--- src/hdl/xst_pkg.sv ---
// ----------------------------------------------------------------------------
// XML segment tokenizer package
// Shared types, segment kind codes and character constants for the UTF-16BE
// XML segment tokenizer.
// ----------------------------------------------------------------------------
package xst_pkg;

	// Byte positions wrap modulo the buffer size; 16 bits cover 65536 bytes.
	localparam int unsigned POS_W = 16;

	// Segment kind codes reported with each result.
	localparam logic [1:0] KIND_TAG     = 2'd0;
	localparam logic [1:0] KIND_CONTENT = 2'd1;
	localparam logic [1:0] KIND_COMMENT = 2'd2;
	localparam logic [1:0] KIND_CDATA   = 2'd3;

	// ASCII code units used by the openers and closers.
	localparam logic [15:0] CH_LT    = 16'h003C;
	localparam logic [15:0] CH_GT    = 16'h003E;
	localparam logic [15:0] CH_BANG  = 16'h0021;
	localparam logic [15:0] CH_DASH  = 16'h002D;
	localparam logic [15:0] CH_LBRK  = 16'h005B;
	localparam logic [15:0] CH_RBRK  = 16'h005D;

	// Number of code units in the "<![CDATA[" opener.
	localparam logic [3:0] CDATA_OPENER_LEN = 4'd9;

	typedef struct packed {
		logic [15:0] code_unit;
		logic        last_unit;
	} item_t;

	typedef struct packed {
		logic [1:0]       segment_kind;
		logic [POS_W-1:0] segment_offset;
		logic [POS_W-1:0] segment_length;
	} result_t;

	// Lower-case pattern byte of the CDATA opener at a given index.
	function automatic logic [7:0] cdata_pattern(input logic [3:0] idx);
		logic [7:0] pat;
		begin
			unique case (idx)
				4'd0: pat = 8'h3C; // '<'
				4'd1: pat = 8'h21; // '!'
				4'd2: pat = 8'h5B; // '['
				4'd3: pat = 8'h63; // 'c'
				4'd4: pat = 8'h64; // 'd'
				4'd5: pat = 8'h61; // 'a'
				4'd6: pat = 8'h74; // 't'
				4'd7: pat = 8'h61; // 'a'
				4'd8: pat = 8'h5B; // '['
				default: pat = 8'h00;
			endcase
			return pat;
		end
	endfunction

	// A code unit matches the CDATA opener at idx when it is a single byte
	// equal to the pattern letter after ASCII lower-casing.
	function automatic logic cdata_match(input logic [15:0] u, input logic [3:0] idx);
		logic [7:0] lo;
		begin
			lo = u[7:0];
			if (lo >= 8'h41 && lo <= 8'h5A) begin
				lo = lo + 8'h20;
			end
			return (idx <= 4'd8) && (u[15:8] == 8'h00) && (lo == cdata_pattern(idx));
		end
	endfunction

endpackage

--- src/hdl/xml_segment_tokenizer_utf16_top.sv ---
// ----------------------------------------------------------------------------
// XML segment tokenizer, UTF-16 big-endian
// Splits a stream of UTF-16BE code units into tag, content, comment and CDATA
// segments and reports each closed segment with its byte offset and length.
// ----------------------------------------------------------------------------
// The block takes one code unit per transfer on the item channel and can
// accept a new code unit in every clock cycle while the result channel does
// not stall. Each code unit is captured in an input register, classified by
// a small amount of logic against the parse state, and any segment it closes
// is loaded into the result register, from which the result leaves. The
// sustained rate is one code unit per cycle without result stalls; it is set
// by the single update of the parse state per code unit. A code unit
// produces at most one result. A stall on the result channel while the
// result register is full holds that register and, in the same cycle, the
// input register when it holds a code unit; the item channel then stalls
// until the waiting result transfers. Offsets and lengths count bytes, two
// per code unit, modulo 65536. A code unit with last_unit set returns the
// parser to its reset state after it is handled; a segment still open at
// that point is not reported.
// ----------------------------------------------------------------------------
module xml_segment_tokenizer_utf16_top (
	input  logic             clk,
	input  logic             arst_n,
	input  logic             item_valid,
	output logic             item_stall,
	input  xst_pkg::item_t   item,
	output logic             result_valid,
	input  logic             result_stall,
	output xst_pkg::result_t result
);

	// Parse modes.
	localparam logic [2:0] M_BEFORE   = 3'd0;
	localparam logic [2:0] M_TAG      = 3'd1;
	localparam logic [2:0] M_CONTENT  = 3'd2;
	localparam logic [2:0] M_COMMENT  = 3'd3;
	localparam logic [2:0] M_CDATA    = 3'd4;
	localparam logic [2:0] M_OPEN     = 3'd5;
	localparam logic [2:0] M_OPEN_COM = 3'd6;
	localparam logic [2:0] M_OPEN_CD  = 3'd7;

	// Input register.
	logic           s1_valid_q;
	xst_pkg::item_t item_s1;

	// Parse state.
	logic [2:0]                  mode_q;
	logic [3:0]                  prog_q;
	logic [1:0]                  run_q;
	logic [xst_pkg::POS_W-1:0]   start_q;
	logic [xst_pkg::POS_W-1:0]   pos_q;

	// Result register.
	logic             out_valid_q;
	xst_pkg::result_t out_q;

	logic out_ready;
	logic proc;

	// Next-state and result of the code unit in the input register.
	logic [2:0]                mode_d;
	logic [3:0]                prog_d;
	logic [1:0]                run_d;
	logic [xst_pkg::POS_W-1:0] start_d;
	logic [xst_pkg::POS_W-1:0] next_pos;
	logic                      emit;
	logic [1:0]                emit_kind;
	logic [xst_pkg::POS_W-1:0] emit_end;
	logic                      as_tag;
	logic [15:0]               u;
	logic [15:0]               run_ch;

	// The result register can load when it is empty or being drained this
	// cycle; the input register advances under the same condition or when empty.
	assign out_ready  = !out_valid_q || !result_stall;
	assign proc       = s1_valid_q && out_ready;
	assign item_stall = s1_valid_q && !out_ready;

	assign result_valid = out_valid_q;
	assign result       = out_q;

	always_comb begin
		u         = item_s1.code_unit;
		next_pos  = pos_q + xst_pkg::POS_W'(2);
		mode_d    = mode_q;
		prog_d    = prog_q;
		run_d     = run_q;
		start_d   = start_q;
		emit      = 1'b0;
		emit_kind = xst_pkg::KIND_TAG;
		emit_end  = pos_q;
		as_tag    = 1'b0;
		run_ch    = (mode_q == M_COMMENT) ? xst_pkg::CH_DASH : xst_pkg::CH_RBRK;

		unique case (mode_q)
			M_TAG: begin
				as_tag = 1'b1;
			end
			M_CONTENT: begin
				if (u == xst_pkg::CH_LT) begin
					emit      = 1'b1;
					emit_kind = xst_pkg::KIND_CONTENT;
					start_d   = next_pos;
					mode_d    = M_OPEN;
					prog_d    = 4'd1;
				end
			end
			M_OPEN: begin
				priority if (prog_q == 4'd1 && u == xst_pkg::CH_BANG) begin
					prog_d = 4'd2;
				end else if (prog_q == 4'd2 && u == xst_pkg::CH_DASH) begin
					prog_d = 4'd3;
					mode_d = M_OPEN_COM;
				end else if (prog_q == 4'd2 && u == xst_pkg::CH_LBRK) begin
					prog_d = 4'd3;
					mode_d = M_OPEN_CD;
				end else begin
					as_tag = 1'b1;
				end
			end
			M_OPEN_COM: begin
				if (u == xst_pkg::CH_DASH) begin
					mode_d  = M_COMMENT;
					prog_d  = 4'd0;
					run_d   = 2'd0;
					start_d = next_pos;
				end else begin
					as_tag = 1'b1;
				end
			end
			M_OPEN_CD: begin
				if (xst_pkg::cdata_match(u, prog_q)) begin
					prog_d = prog_q + 4'd1;
					if (prog_d >= xst_pkg::CDATA_OPENER_LEN) begin
						mode_d  = M_CDATA;
						prog_d  = 4'd0;
						run_d   = 2'd0;
						start_d = next_pos;
					end
				end else begin
					as_tag = 1'b1;
				end
			end
			M_COMMENT, M_CDATA: begin
				priority if (u == run_ch) begin
					if (run_q < 2'd2) begin
						run_d = run_q + 2'd1;
					end
				end else if (u == xst_pkg::CH_GT && run_q == 2'd2) begin
					// The closer's two leading units are not part of the segment.
					emit      = 1'b1;
					emit_kind = (mode_q == M_COMMENT) ? xst_pkg::KIND_COMMENT
						: xst_pkg::KIND_CDATA;
					emit_end  = pos_q - xst_pkg::POS_W'(4);
					start_d   = next_pos;
					mode_d    = M_CONTENT;
					run_d     = 2'd0;
				end else begin
					run_d = 2'd0;
				end
			end
			default: begin
				if (u == xst_pkg::CH_LT) begin
					start_d = next_pos;
					mode_d  = M_TAG;
				end
			end
		endcase

		// A tag unit, or an opener that failed to match, continues as a tag.
		if (as_tag) begin
			mode_d = M_TAG;
			prog_d = 4'd0;
			if (u == xst_pkg::CH_GT) begin
				emit      = 1'b1;
				emit_kind = xst_pkg::KIND_TAG;
				emit_end  = pos_q;
				start_d   = next_pos;
				mode_d    = M_CONTENT;
			end
		end
	end

	always_ff @(posedge clk or negedge arst_n) begin
		if (!arst_n) begin
			s1_valid_q <= 1'b0;
		end else if (!item_stall) begin
			s1_valid_q <= item_valid;
		end
	end

	always_ff @(posedge clk) begin
		if (item_valid && !item_stall) begin
			item_s1 <= item;
		end
	end

	always_ff @(posedge clk or negedge arst_n) begin
		if (!arst_n) begin
			mode_q  <= M_BEFORE;
			prog_q  <= 4'd0;
			run_q   <= 2'd0;
			start_q <= '0;
			pos_q   <= '0;
		end else if (proc) begin
			if (item_s1.last_unit) begin
				mode_q  <= M_BEFORE;
				prog_q  <= 4'd0;
				run_q   <= 2'd0;
				start_q <= '0;
				pos_q   <= '0;
			end else begin
				mode_q  <= mode_d;
				prog_q  <= prog_d;
				run_q   <= run_d;
				start_q <= start_d;
				pos_q   <= next_pos;
			end
		end
	end

	always_ff @(posedge clk or negedge arst_n) begin
		if (!arst_n) begin
			out_valid_q <= 1'b0;
		end else if (out_ready) begin
			out_valid_q <= proc && emit;
		end
	end

	always_ff @(posedge clk) begin
		if (proc && emit) begin
			out_q.segment_kind   <= emit_kind;
			out_q.segment_offset <= start_q;
			out_q.segment_length <= emit_end - start_q;
		end
	end

	// The segment start only moves once a first '<' has been seen.
	assert property (@(posedge clk) disable iff (!arst_n)
		(mode_q == M_BEFORE) |-> (start_q == '0))
		else $error("segment start moved before the first tag");

	// A last unit returns the parser to its reset state.
	assert property (@(posedge clk) disable iff (!arst_n)
		(proc && item_s1.last_unit) |=> (mode_q == M_BEFORE && pos_q == '0 && run_q == 2'd0))
		else $error("parser not reset after last unit");

	// Every other handled unit advances the byte position by two.
	assert property (@(posedge clk) disable iff (!arst_n)
		(proc && !item_s1.last_unit) |=> (pos_q == $past(pos_q) + xst_pkg::POS_W'(2)))
		else $error("byte position did not advance by one code unit");

	// Opener progress never passes the CDATA opener length.
	assert property (@(posedge clk) disable iff (!arst_n)
		prog_q < xst_pkg::CDATA_OPENER_LEN)
		else $error("opener progress out of range");

	// A result is loaded only from a handled unit.
	assert property (@(posedge clk) disable iff (!arst_n)
		(out_ready && !proc) |=> !out_valid_q)
		else $error("result appeared without a handled code unit");

endmodule

--- config.mk ---
export PLATFORM = sky130hd
export DESIGN_NAME = xml_segment_tokenizer_utf16_top
export DESIGN_NICKNAME = d
export VERILOG_FILES = /design/src/hdl/xst_pkg.sv /design/src/hdl/xml_segment_tokenizer_utf16_top.sv
export SDC_FILE = /design/constraint.sdc
export NUM_CORES = 1
export LEC_CHECK = 0
export ABC_CLOCK_PERIOD_IN_PS = 13300
export BUFFER_PORTS_ARGS = -buffer_cell sky130_fd_sc_hd__clkbuf_2
export CORE_UTILIZATION = 55
export CTS_BUF_LIST = sky130_fd_sc_hd__clkbuf_16
export CTS_CLUSTER_DIAMETER = 200
export DETAILED_ROUTE_END_ITERATION = 8
export PLACE_DENSITY = 0.84
export SETUP_SLACK_MARGIN = 0.5
export SKIP_LAST_GASP = 1
export SLEW_MARGIN = 20
export SYNTH_ARGS = -nofsm -noshare
export SYNTH_HDL_FRONTEND = slang
export SYNTH_SLANG_ARGS = --single-unit
--- constraint.sdc ---
create_clock -name clk -period 13.3 [get_ports clk]
set_input_delay 1.33 -clock clk [delete_from_list [all_inputs] [get_ports clk]]
set_output_delay 1.33 -clock clk [all_outputs]
set_load 0.02 [all_outputs]
==> results of run 1 <==
[worst max-delay path, delay by kind of cell, from the launching register on]
family / cells / cell delay (ns)
xor gates and xnor gates: 2 / 0.23
AOI/OAI and AO/OA: 4 / 1.17
DFF: 1 / 0.35
adders and majority gates: 1 / 0.37
and+or+nand+nor: 9 / 2.61
[through the flow]
step | cell area, sq um | power, uW | util, % | setup WS (ns) | hold WS (ns)
4_1_cts | 6156 | 684.8 | 62.98 | 8.306 | 0.4866
6_report | 6156 | 682.6 | 62.98 | 8.306 | 0.4870
3_5_place_dp | 5863 | 431.0 | 59.98 | 8.392 | 0.4715
5_1_grt | 6156 | 708.0 | 62.98 | 7.946 | 0.5021
3_3_place_gp | 5863 | 428.0 | 59.98 | 8.559 | 0.4624
2_1_floorplan | 5558 | 406.7 | - | 8.983 | 0.4464
[routing by layer]
layer  routed length, microns  vias up
met2                     6342      154
met5                        0        -
met3                      614       35
li1                         -     2120
met1                     5227     2113
met4                      355        0
[layout by cell type (no fill, tap or decap), types with 3 or more instances in the layout]
cell type and count:
nor2_1 32, inv_1 36, o21ai_0 34, nand2_1 54, xor2_1 12, nand3_1 23, nor4b_1 3, or3_1 4
o211ai_1 5, mux2i_1 3, xnor2_1 30, nand4_1 6, nor2b_1 9, a22o_1 15, and2_1 6, dfrtp_1 42
or4_1 4, clkbuf_2 55, a21oi_1 23, or2_2 3, nor3_1 15, o2bb2ai_1 4, nand2b_1 11, clkbuf_16 9
edfxtp_1 50, ha_1 25, nand3b_1 4, a21o_1 3, o21a_1 3, and3_1 8, nor4_1 8, a31oi_1 7
[how the worst max path moves through the flow]
stage	startpoint	end	slack [ns]
finish	u[13]	result[15]	8.31
global route	u[13]	result[15]	7.95
global placement	u[13]	result[15]	8.56
CTS	u[13]	result[15]	8.31
detailed placement	u[13]	result[15]	8.39
floorplan	u[13]	result[15]	8.98
[cell type report]
type / instances / area share, %
multi-input cells: 403 / 44.21
flip-flops and latches: 92 / 41.46
repair buffers: 57 / 4.675
clock buffers: 9 / 3.659
well taps: 133 / 2.703
inverters: 36 / 2.195
clock inverters: 7 / 1.098
[cells by family (layout without fill, tap and decap cells)]
kind of cell | count (synthesis) | after routing
AND/OR/NAND/NOR | 199 | 199
AO/OA/AOI/OAI | 131 | 131
flip-flops | 92 | 92
buffers and inverters | 66 | 109
XOR/XNOR | 42 | 42
adder cells (fa/ha/maj) | 26 | 26
multiplexers | 5 | 5
[power groups by stage]
stage / Clock [uW] / Sequential (uW) / Combinational, uW
global placement: 0 / 335 / 93.2
CTS: 259 / 330 / 96.0
global route: 269 / 332 / 107
floorplan: 0 / 325 / 82.0
detailed placement: 0 / 336 / 95.4
finish: 256 / 330 / 96.5
[sequential cells by signal (all words and copies together), names as in the netlist]
register / cells
item_s1: 1
mode_q: 3
pos_q: 15
prog_q: 4
result: 33
result_valid: 1
run_q: 2
s1_valid_q: 1
start_q: 16
u: 16
==> results.sh, run 1 <==
export IMPL_synth_compound_area_share_pct=16.82
export IMPL_register_area_sq_um=2552
export IMPL_critical_path_class="flip-flop to flip-flop"
export IMPL_clk_latency_ns=0.34
export IMPL_multi_input_area_sq_um=2721
export IMPL_dieArea_sq_um=10510
export IMPL_wl_per_cell_microns=17.01
export IMPL_yosysTopAreaCell="edfxtp_1"
export IMPL_cts_buffers=9
export IMPL_worstReg2RegStart="u[13]"
export IMPL_synth_cell_types=73
export IMPL_grt_usage_pct=25.53
export IMPL_dp_hpwl_microns=9152
export IMPL_chipWidth_microns=102.5
export IMPL_start_util_pct=56.86
export IMPL_critPathArrivalTime_ns=5.09
export IMPL_initialDrtViolationCount=344
export IMPL_swShare_pct=26.70
export IMPL_antennaDiodeCount=0
export IMPL_yosys_area_share_simple_pct=18.55
export IMPL_syn_area_per_cell_sq_um=9.907
export IMPL_synth_xor_xnor_area_share_pct=6.619
export IMPL_htreeDepth=3
export IMPL_synthCells=561
export IMPL_cts_sinks=92
export IMPL_path_clk_slew_ns=0.07
export IMPL_cp_slowest_cell="or4_1"
export IMPL_cts_root_buffer="clkbuf_16"
export IMPL_synth_top_area_share_pct=27.01
export IMPL_yosysMostFrequentCell="nand2_1"
export IMPL_antenna_found_initial=0
export IMPL_worstPathRequired_ns=13.39
export IMPL_outcome="finished clean"
export IMPL_p_sw_uw=182.3
export IMPL_pin_count=57
export IMPL_viasPerCell=6.000
export IMPL_grt_max_degree=43
export IMPL_hold_path_depth=0
export IMPL_peakVddDrop_mv=0.07338
export IMPL_synth_fa_ha_area_share_pct=5.988
export IMPL_slew_headroom_pct=32.51
export IMPL_yosysWarningCount=0
export IMPL_async_flop_share_pct=45.65
export IMPL_setup_tns_ns=0
export IMPL_synthTopCellsByArea="edfxtp_1, dfrtp_1, ha_1"
export IMPL_p_seq_share_pct=48.4
export IMPL_core_area_sq_um=9774
export IMPL_ctsHoldBuffers=0
export IMPL_final_layout_size_suffix_gt1_share_pct=15.07
export IMPL_synthMuxAreaShare_pct=0.9455
export IMPL_rr_worst_depth=16
export IMPL_comb_power_share_pct=14.1
export IMPL_setup_viol=0
export IMPL_powerDensity_nw_per_um2=110.9
export IMPL_mappedNetlistArea_sq_um=5558
export IMPL_ys_seq_elements=92
export IMPL_worstHoldPathType="flip-flop to flip-flop"
export IMPL_cts_repair_resized=0
export IMPL_reg2reg_to="result[15]"
export IMPL_cts_tree="done"
export IMPL_area_delta_synth_final_pct=10.76
export IMPL_remaining_drc_errors=0
export IMPL_ys_flop_type="edfxtp_1"
export IMPL_place_inst=721
export IMPL_nFillCells=807
export IMPL_synth_top_family_by_area="simple AND/OR/NAND/NOR gates"
export IMPL_drt_total_wl_microns=12540
export IMPL_worst_pin_slew_ns=1.012
export IMPL_first_pass_iters=5
export IMPL_critical_path_max_stage_delay_ns=0.61
export IMPL_vias=4422
export IMPL_seq_area_frac_synth_pct=45.93
export IMPL_crit_chain="or4_1 -> nor3_1 -> and2_1 -> nand3_1 -> nor4b_1 -> nor2b_1 -> nand2b_1 -> xnor2_1 -> ha_1 -> nand2_1 -> nand2_1 -> a41o_1 -> o41ai_1 -> o2111ai_1 -> a21oi_1 -> xnor2_1"
export IMPL_cts_max_path_buffers=2
export IMPL_cp_max_fo=7
export IMPL_grt_first_pass_wirelength_microns=20380
export IMPL_grt_use_met1_pct=31.52
export IMPL_fmax_mhz=200.2
export IMPL_cap_violations=0
export IMPL_fin_skew_ns=0.009357
export IMPL_min_period_ns=4.994
export IMPL_hold_start="start_q[12]"
export IMPL_rsz0062_at_grt="false"
export IMPL_p_int_uw=500.3
export IMPL_maxSlewViolCount=0
export IMPL_fin_nets=646
export IMPL_hold_violations=0
export IMPL_synth_edff_count=50
export IMPL_min_to="result[28]"
export IMPL_postCtsSetupRepairBufs=0
export IMPL_die_h_microns=102.5
export IMPL_startpoint_type="flip-flop"
export IMPL_use_met3_pct=4.271
export IMPL_synth_top_cells_by_count="nand2_1, edfxtp_1, dfrtp_1"
export IMPL_port_buffers=56
export IMPL_finalCritPeriodShare_pct=37.55
export IMPL_grt_pass1_vias=4245
export IMPL_ant_nets=0
export IMPL_gp_congestion=0.9686
export IMPL_leakage_uw=0.002545
export IMPL_overflow=0
export IMPL_grtUsageMet2_pct=43.79
export IMPL_syn_nets=608
export IMPL_grt_busiest_layer="met2"
export IMPL_p_clk_share_pct=37.5
export IMPL_r2r_slack_ns=8.31
export IMPL_fin_cells=737
export IMPL_num_rows=36
export IMPL_end_kind="flip-flop"
(Power assumes the default switching activity.)
==> run 2: changes to the inputs <==
ABC_CLOCK_PERIOD_IN_PS = 4650   (was 13300)
clock period = 4.65 ns   (was 13.3 ns; I/O delays follow)
==> run 2 against run 1 <==
Compared with the run above:
- cell count rose by 1.6%
- combinational power rose to 3.2 times the previous value
- non-clock buffer count rose by 12
- first-iteration DRC count fell by 11%
- clock power rose to 2.7 times the previous value
- sequential share of layout area fell by 1.1 points
- highest routed layer unchanged
- design area rose by 2.8%
- register-to-register slack got worse by 7.8 ns
==> results.sh, run 2 (synthesized netlist as in run 1, its figures left out) <==
export IMPL_outcome="finished clean"
export IMPL_reg2reg_to="result[15]"
export IMPL_grt_max_degree=43
export IMPL_htreeDepth=3
export IMPL_area_delta_synth_final_pct=13.89
export IMPL_powerDensity_nw_per_um2=305.5
export IMPL_cts_buffers=9
export IMPL_end_kind="flip-flop"
export IMPL_grt_usage_pct=25.78
export IMPL_grt_busiest_layer="met2"
export IMPL_vias=4509
export IMPL_ant_nets=0
export IMPL_slew_headroom_pct=44.92
export IMPL_cp_max_fo=5
export IMPL_cts_root_buffer="clkbuf_16"
export IMPL_largest_reg_flops=33
export IMPL_grt_use_met1_pct=31.61
export IMPL_use_met3_pct=4.271
export IMPL_leakage_uw=0.002644
export IMPL_final_layout_size_suffix_gt1_share_pct=18.18
export IMPL_initialDrtViolationCount=305
export IMPL_overflow=0
export IMPL_clk_latency_ns=0.35
export IMPL_cts_sinks=92
export IMPL_rr_worst_depth=15
export IMPL_r2r_slack_ns=0.54
export IMPL_num_rows=36
export IMPL_worst_pin_slew_ns=0.8186
export IMPL_peakVddDrop_mv=0.1708
export IMPL_critical_path_max_stage_delay_ns=0.59
export IMPL_placed_area_sq_um=5937
export IMPL_path_clk_slew_ns=0.07
export IMPL_layout_commonest_cell="clkbuf_2"
export IMPL_hold_violations=0
export IMPL_antenna_found_initial=0
export IMPL_ctsHoldBuffers=0
export IMPL_antennaDiodeCount=0
export IMPL_critPathArrivalTime_ns=4.21
export IMPL_setup_tns_ns=0
export IMPL_chipWidth_microns=102.5
export IMPL_viasPerCell=6.020
export IMPL_dieArea_sq_um=10510
export IMPL_cts_tree="done"
export IMPL_pin_count=57
export IMPL_die_h_microns=102.5
export IMPL_fmax_mhz=243.1
export IMPL_grt_first_pass_wirelength_microns=20490
export IMPL_grt_pass1_vias=4215
export IMPL_startpoint_type="flip-flop"
export IMPL_worstReg2RegStart="u[13]"
export IMPL_crit_chain="or4_4 -> or2_2 -> nor3_2 -> and2_4 -> nand2_1 -> xnor2_1 -> ha_1 -> or2_2 -> a21oi_1 -> a31oi_1 -> a41o_1 -> o41ai_4 -> o2111ai_1 -> a21oi_1 -> xnor2_1"
export IMPL_wl_per_cell_microns=17.32
export IMPL_whs_ns=0.1103
export IMPL_port_buffers=56
export IMPL_setup_viol=0
export IMPL_maxSlewViolCount=0
export IMPL_core_area_sq_um=9774
export IMPL_grtUsageMet2_pct=44.15
export IMPL_worstPathRequired_ns=4.75
export IMPL_dp_hpwl_microns=9300
export IMPL_layout_common_cells="clkbuf_2, nand2_1, edfxtp_1, dfrtp_1, inv_1"
export IMPL_cp_slowest_cell="or4_4"
export IMPL_postLayoutCellArea_sq_um=6330
export IMPL_finalCritPeriodShare_pct=88.48
export IMPL_start_util_pct=56.86
export IMPL_first_pass_iters=6
export IMPL_fin_nets=658
export IMPL_nFillCells=798
export IMPL_cap_violations=0
export IMPL_rsz0062_at_grt="true"
export IMPL_fin_skew_ns=0.01087
export IMPL_critical_path_class="flip-flop to flip-flop"
export IMPL_gp_congestion=0.9341
export IMPL_cts_max_path_buffers=2
export IMPL_worstHoldPathType="input pin to async pin"
export IMPL_remaining_drc_errors=0
export IMPL_drt_total_wl_microns=12970
export IMPL_min_period_ns=4.114
-- run 2: how the worst max path moves through the flow --
stage               slack (ns)    endpoint  start  cells after the start
floorplan                 0.56  result[15]  u[13]                     16
global placement          0.34  result[15]  u[13]                     16
detailed placement        0.25  result[15]  u[13]                     16
CTS                       0.53  result[15]  u[13]                     16
global route              0.44  result[15]  u[10]                     16
finish                    0.54  result[15]  u[13]                     15
-- run 2: worst max-delay path: cells and delay by family (launching register included) --
family          cells  cell delay [ns]
fa+ha+maj           1             0.34
flops               1             0.37
compound gates      6             1.23
xor+xnor            2             0.20
simple gates        6             1.73
-- run 2: cell type report --
class                      instances  area, sq um  area share [%]
clock buffer                      10        250.2           3.953
clock inverter                     6        28.78          0.4546
inverter                          36        135.1           2.135
multi-input combinational        403         2816           44.49
sequential                        92         2552           40.32
tap                              133        166.4           2.629
timing repair buffer              69        380.4           6.009
-- run 2: through the flow --
stage               cells  worst slack, ns  util, %  power, uW
global placement      729           0.3435    60.74       1235
CTS                   745           0.5257    64.03       1935
detailed placement    729           0.2523    60.74       1244
global route          749           0.4379    64.76       2009
floorplan             561           0.5603        -       1166
finish                749           0.5357    64.76       1934
-- run 2: per-layer routing --
| layer | share of wire (%) | vias up |
|---|---|---|
| met1 | 41 | 2131 |
| met3 | 5.7 | 44 |
| met5 | 0 | - |
| li1 | - | 2143 |
| met4 | 3.4 | 0 |
| met2 | 50 | 191 |
-- run 2: repair_timing --
action                                  CTS  global route
endpoints found under the setup margin    3             5
buffers inserted                          0             4
pin swaps                                 0             6
gates resized for setup                   8             8
-- run 2: report_power, final --
| group | internal [uW] | switching (uW) |
|---|---|---|
| Sequential | 898 | 45.2 |
| Clock | 388 | 296 |
| Combinational | 137 | 169 |
==> run 3: changes to the inputs <==
ABC_CLOCK_PERIOD_IN_PS = 3320   (was 4650)
CORE_UTILIZATION = 54   (was 55)
PLACE_DENSITY = 0.86   (was 0.84)
clock period = 3.32 ns   (was 4.65 ns; I/O delays follow)
==> run 3 against run 2 <==
Compared with the run above:
- the flow now finishes with violations (hold timing, setup timing)
- cell count rose by 13%
- via count is 16% higher
- clock-buffer cell count shrank 1
- critical path depth grew 1
- total power is 54% higher
- global-route usage rose by 6.0 points
- die area rose by 1.8%
- sequential power grew 37%
- utilization rose by 11 points
==> results.sh, run 3 (synthesized netlist as in run 1, its figures left out) <==
export IMPL_cts_buffers=9
export IMPL_grt_max_degree=43
export IMPL_worstPathRequired_ns=3.41
export IMPL_critical_path_max_stage_delay_ns=0.57
export IMPL_violations="hold timing, setup timing"
export IMPL_overflow=0
export IMPL_cp_max_fo=4
export IMPL_area_delta_synth_final_pct=34.02
export IMPL_port_buffers=56
export IMPL_worstHoldPathType="input pin to async pin"
export IMPL_die_h_microns=103.5
export IMPL_critical_path_class="flip-flop to flip-flop"
export IMPL_largest_reg_flops=33
export IMPL_antennaDiodeCount=0
export IMPL_powerDensity_nw_per_um2=399.2
export IMPL_final_layout_size_suffix_gt1_share_pct=34.36
export IMPL_gp_congestion=0.8894
export IMPL_worst_pin_slew_ns=0.7112
export IMPL_htreeDepth=3
export IMPL_slew_headroom_pct=52.59
export IMPL_grt_first_pass_wirelength_microns=25270
export IMPL_critPathArrivalTime_ns=3.89
export IMPL_pin_count=57
export IMPL_min_period_ns=3.800
export IMPL_first_pass_iters=5
export IMPL_dieArea_sq_um=10700
export IMPL_cts_tree="done"
export IMPL_drt_total_wl_microns=17180
export IMPL_viasPerCell=6.170
export IMPL_setup_viol=8
export IMPL_cp_slowest_cell="or4_4"
export IMPL_rsz0062_at_grt="true"
export IMPL_placed_area_sq_um=6613
export IMPL_ant_nets=0
export IMPL_vias=5238
export IMPL_initialDrtViolationCount=385
export IMPL_cap_violations=0
export IMPL_postLayoutCellArea_sq_um=7448
export IMPL_core_area_sq_um=9864
export IMPL_maxSlewViolCount=0
export IMPL_path_clk_slew_ns=0.06
export IMPL_num_rows=36
export IMPL_reg2reg_to="result[13]"
export IMPL_clk_latency_ns=0.35
export IMPL_grt_usage_pct=31.78
export IMPL_utilization_pct=75.51
export IMPL_hold_violations=28
export IMPL_cts_root_buffer="clkbuf_16"
export IMPL_wl_per_cell_microns=20.24
export IMPL_rr_worst_depth=16
export IMPL_finalCritPeriodShare_pct=114.5
export IMPL_antenna_found_initial=0
export IMPL_ctsHoldBuffers=0
export IMPL_grt_pass1_vias=5040
export IMPL_r2r_slack_ns=-0.48
export IMPL_cts_sinks=92
export IMPL_fin_nets=758
export IMPL_layout_common_cells="buf_4, clkbuf_2, nand2_1, edfxtp_1, dfrtp_1"
export IMPL_end_kind="flip-flop"
export IMPL_fmax_mhz=263.2
export IMPL_leakage_uw=0.003231
export IMPL_chipWidth_microns=103.5
export IMPL_fin_skew_ns=0.006531
export IMPL_layout_commonest_cell="buf_4"
export IMPL_startpoint_type="flip-flop"
export IMPL_start_util_pct=56.34
export IMPL_crit_chain="or4_4 -> nor3_4 -> and2_4 -> nand3_4 -> nor4b_4 -> nor2b_4 -> nand2b_1 -> xnor2_1 -> ha_1 -> nand2_1 -> nand2_1 -> a41o_1 -> o41ai_4 -> o21bai_1 -> a21oi_1 -> xnor2_1"
export IMPL_outcome="finished with violations"
export IMPL_remaining_drc_errors=0
export IMPL_whs_ns=-0.02400
export IMPL_worstReg2RegStart="u[14]"
export IMPL_fin_total_pwr_uw=2974
export IMPL_fin_ws_ns=-0.4797
export IMPL_cts_max_path_buffers=2
export IMPL_dp_hpwl_microns=10770
export IMPL_peakVddDrop_mv=0.2241
## run 3: through the flow
stage	TNS [ns]	cells	hold slack (ns)	worst slack (ns)
after floorplan	-0.9277	561	0.03641	-0.4063
after global placement	-1.190	806	0.4625	-0.3318
after global routing	-3.671	849	0.03066	-0.6661
after CTS	-1.450	833	0.1531	-0.4021
final	-2.266	849	-0.02400	-0.4797
after detailed placement	-1.862	806	0.4610	-0.4233
## run 3: per-layer routing
layer	global-route usage (%)	up-vias	share of wire (%)
li1	-	2359	-
met1	38.15	2489	38
met2	53.39	308	49
met3	7.594	82	7.4
met4	16.03	0	4.9
met5	0	-	0
## run 3: worst max-delay path: cells and delay by family, from the launching register on
kind | cells | cell delay [ns]
flip-flops | 1 | 0.36
AND/OR/NAND/NOR | 9 | 1.71
XOR/XNOR | 2 | 0.23
AO/OA/AOI/OAI | 4 | 0.89
adder cells (fa/ha/maj) | 1 | 0.36
## run 3: repair_timing
action,CTS,global route
buffers inserted,7,14
gates resized for setup,29,36
setup endpoints to repair,69,72
cloned,4,2
pin swaps,40,21
## run 3: how the worst max path moves through the flow
| stage | startpoint | end | slack (ns) | depth (start not counted) |
|---|---|---|---|---|
| after floorplan | u[13] | result[15] | -0.41 | 16 |
| after global placement | u[13] | result[15] | -0.33 | 16 |
| after detailed placement | u[13] | result[15] | -0.42 | 16 |
| after CTS | u[13] | result[15] | -0.40 | 16 |
| after global routing | u[14] | result[13] | -0.67 | 16 |
| final | u[14] | result[13] | -0.48 | 16 |
## run 3: area by class of cell
class	count	area, sq um
multi-input combinational	407	3108
timing repair buffer	165	1202
fill	651	2416
sequential	92	2552
clock buffer	9	225.2
inverter	36	135.1
tap	133	166.4
clock inverter	7	58.81
## run 3: power breakdown
group | total (uW) | switching (uW) | internal [uW]
Combinational | 671 | 357 | 313
Clock | 1010 | 436 | 575
Sequential | 1290 | 34.2 | 1260
Total | 2970 | 827 | 2150
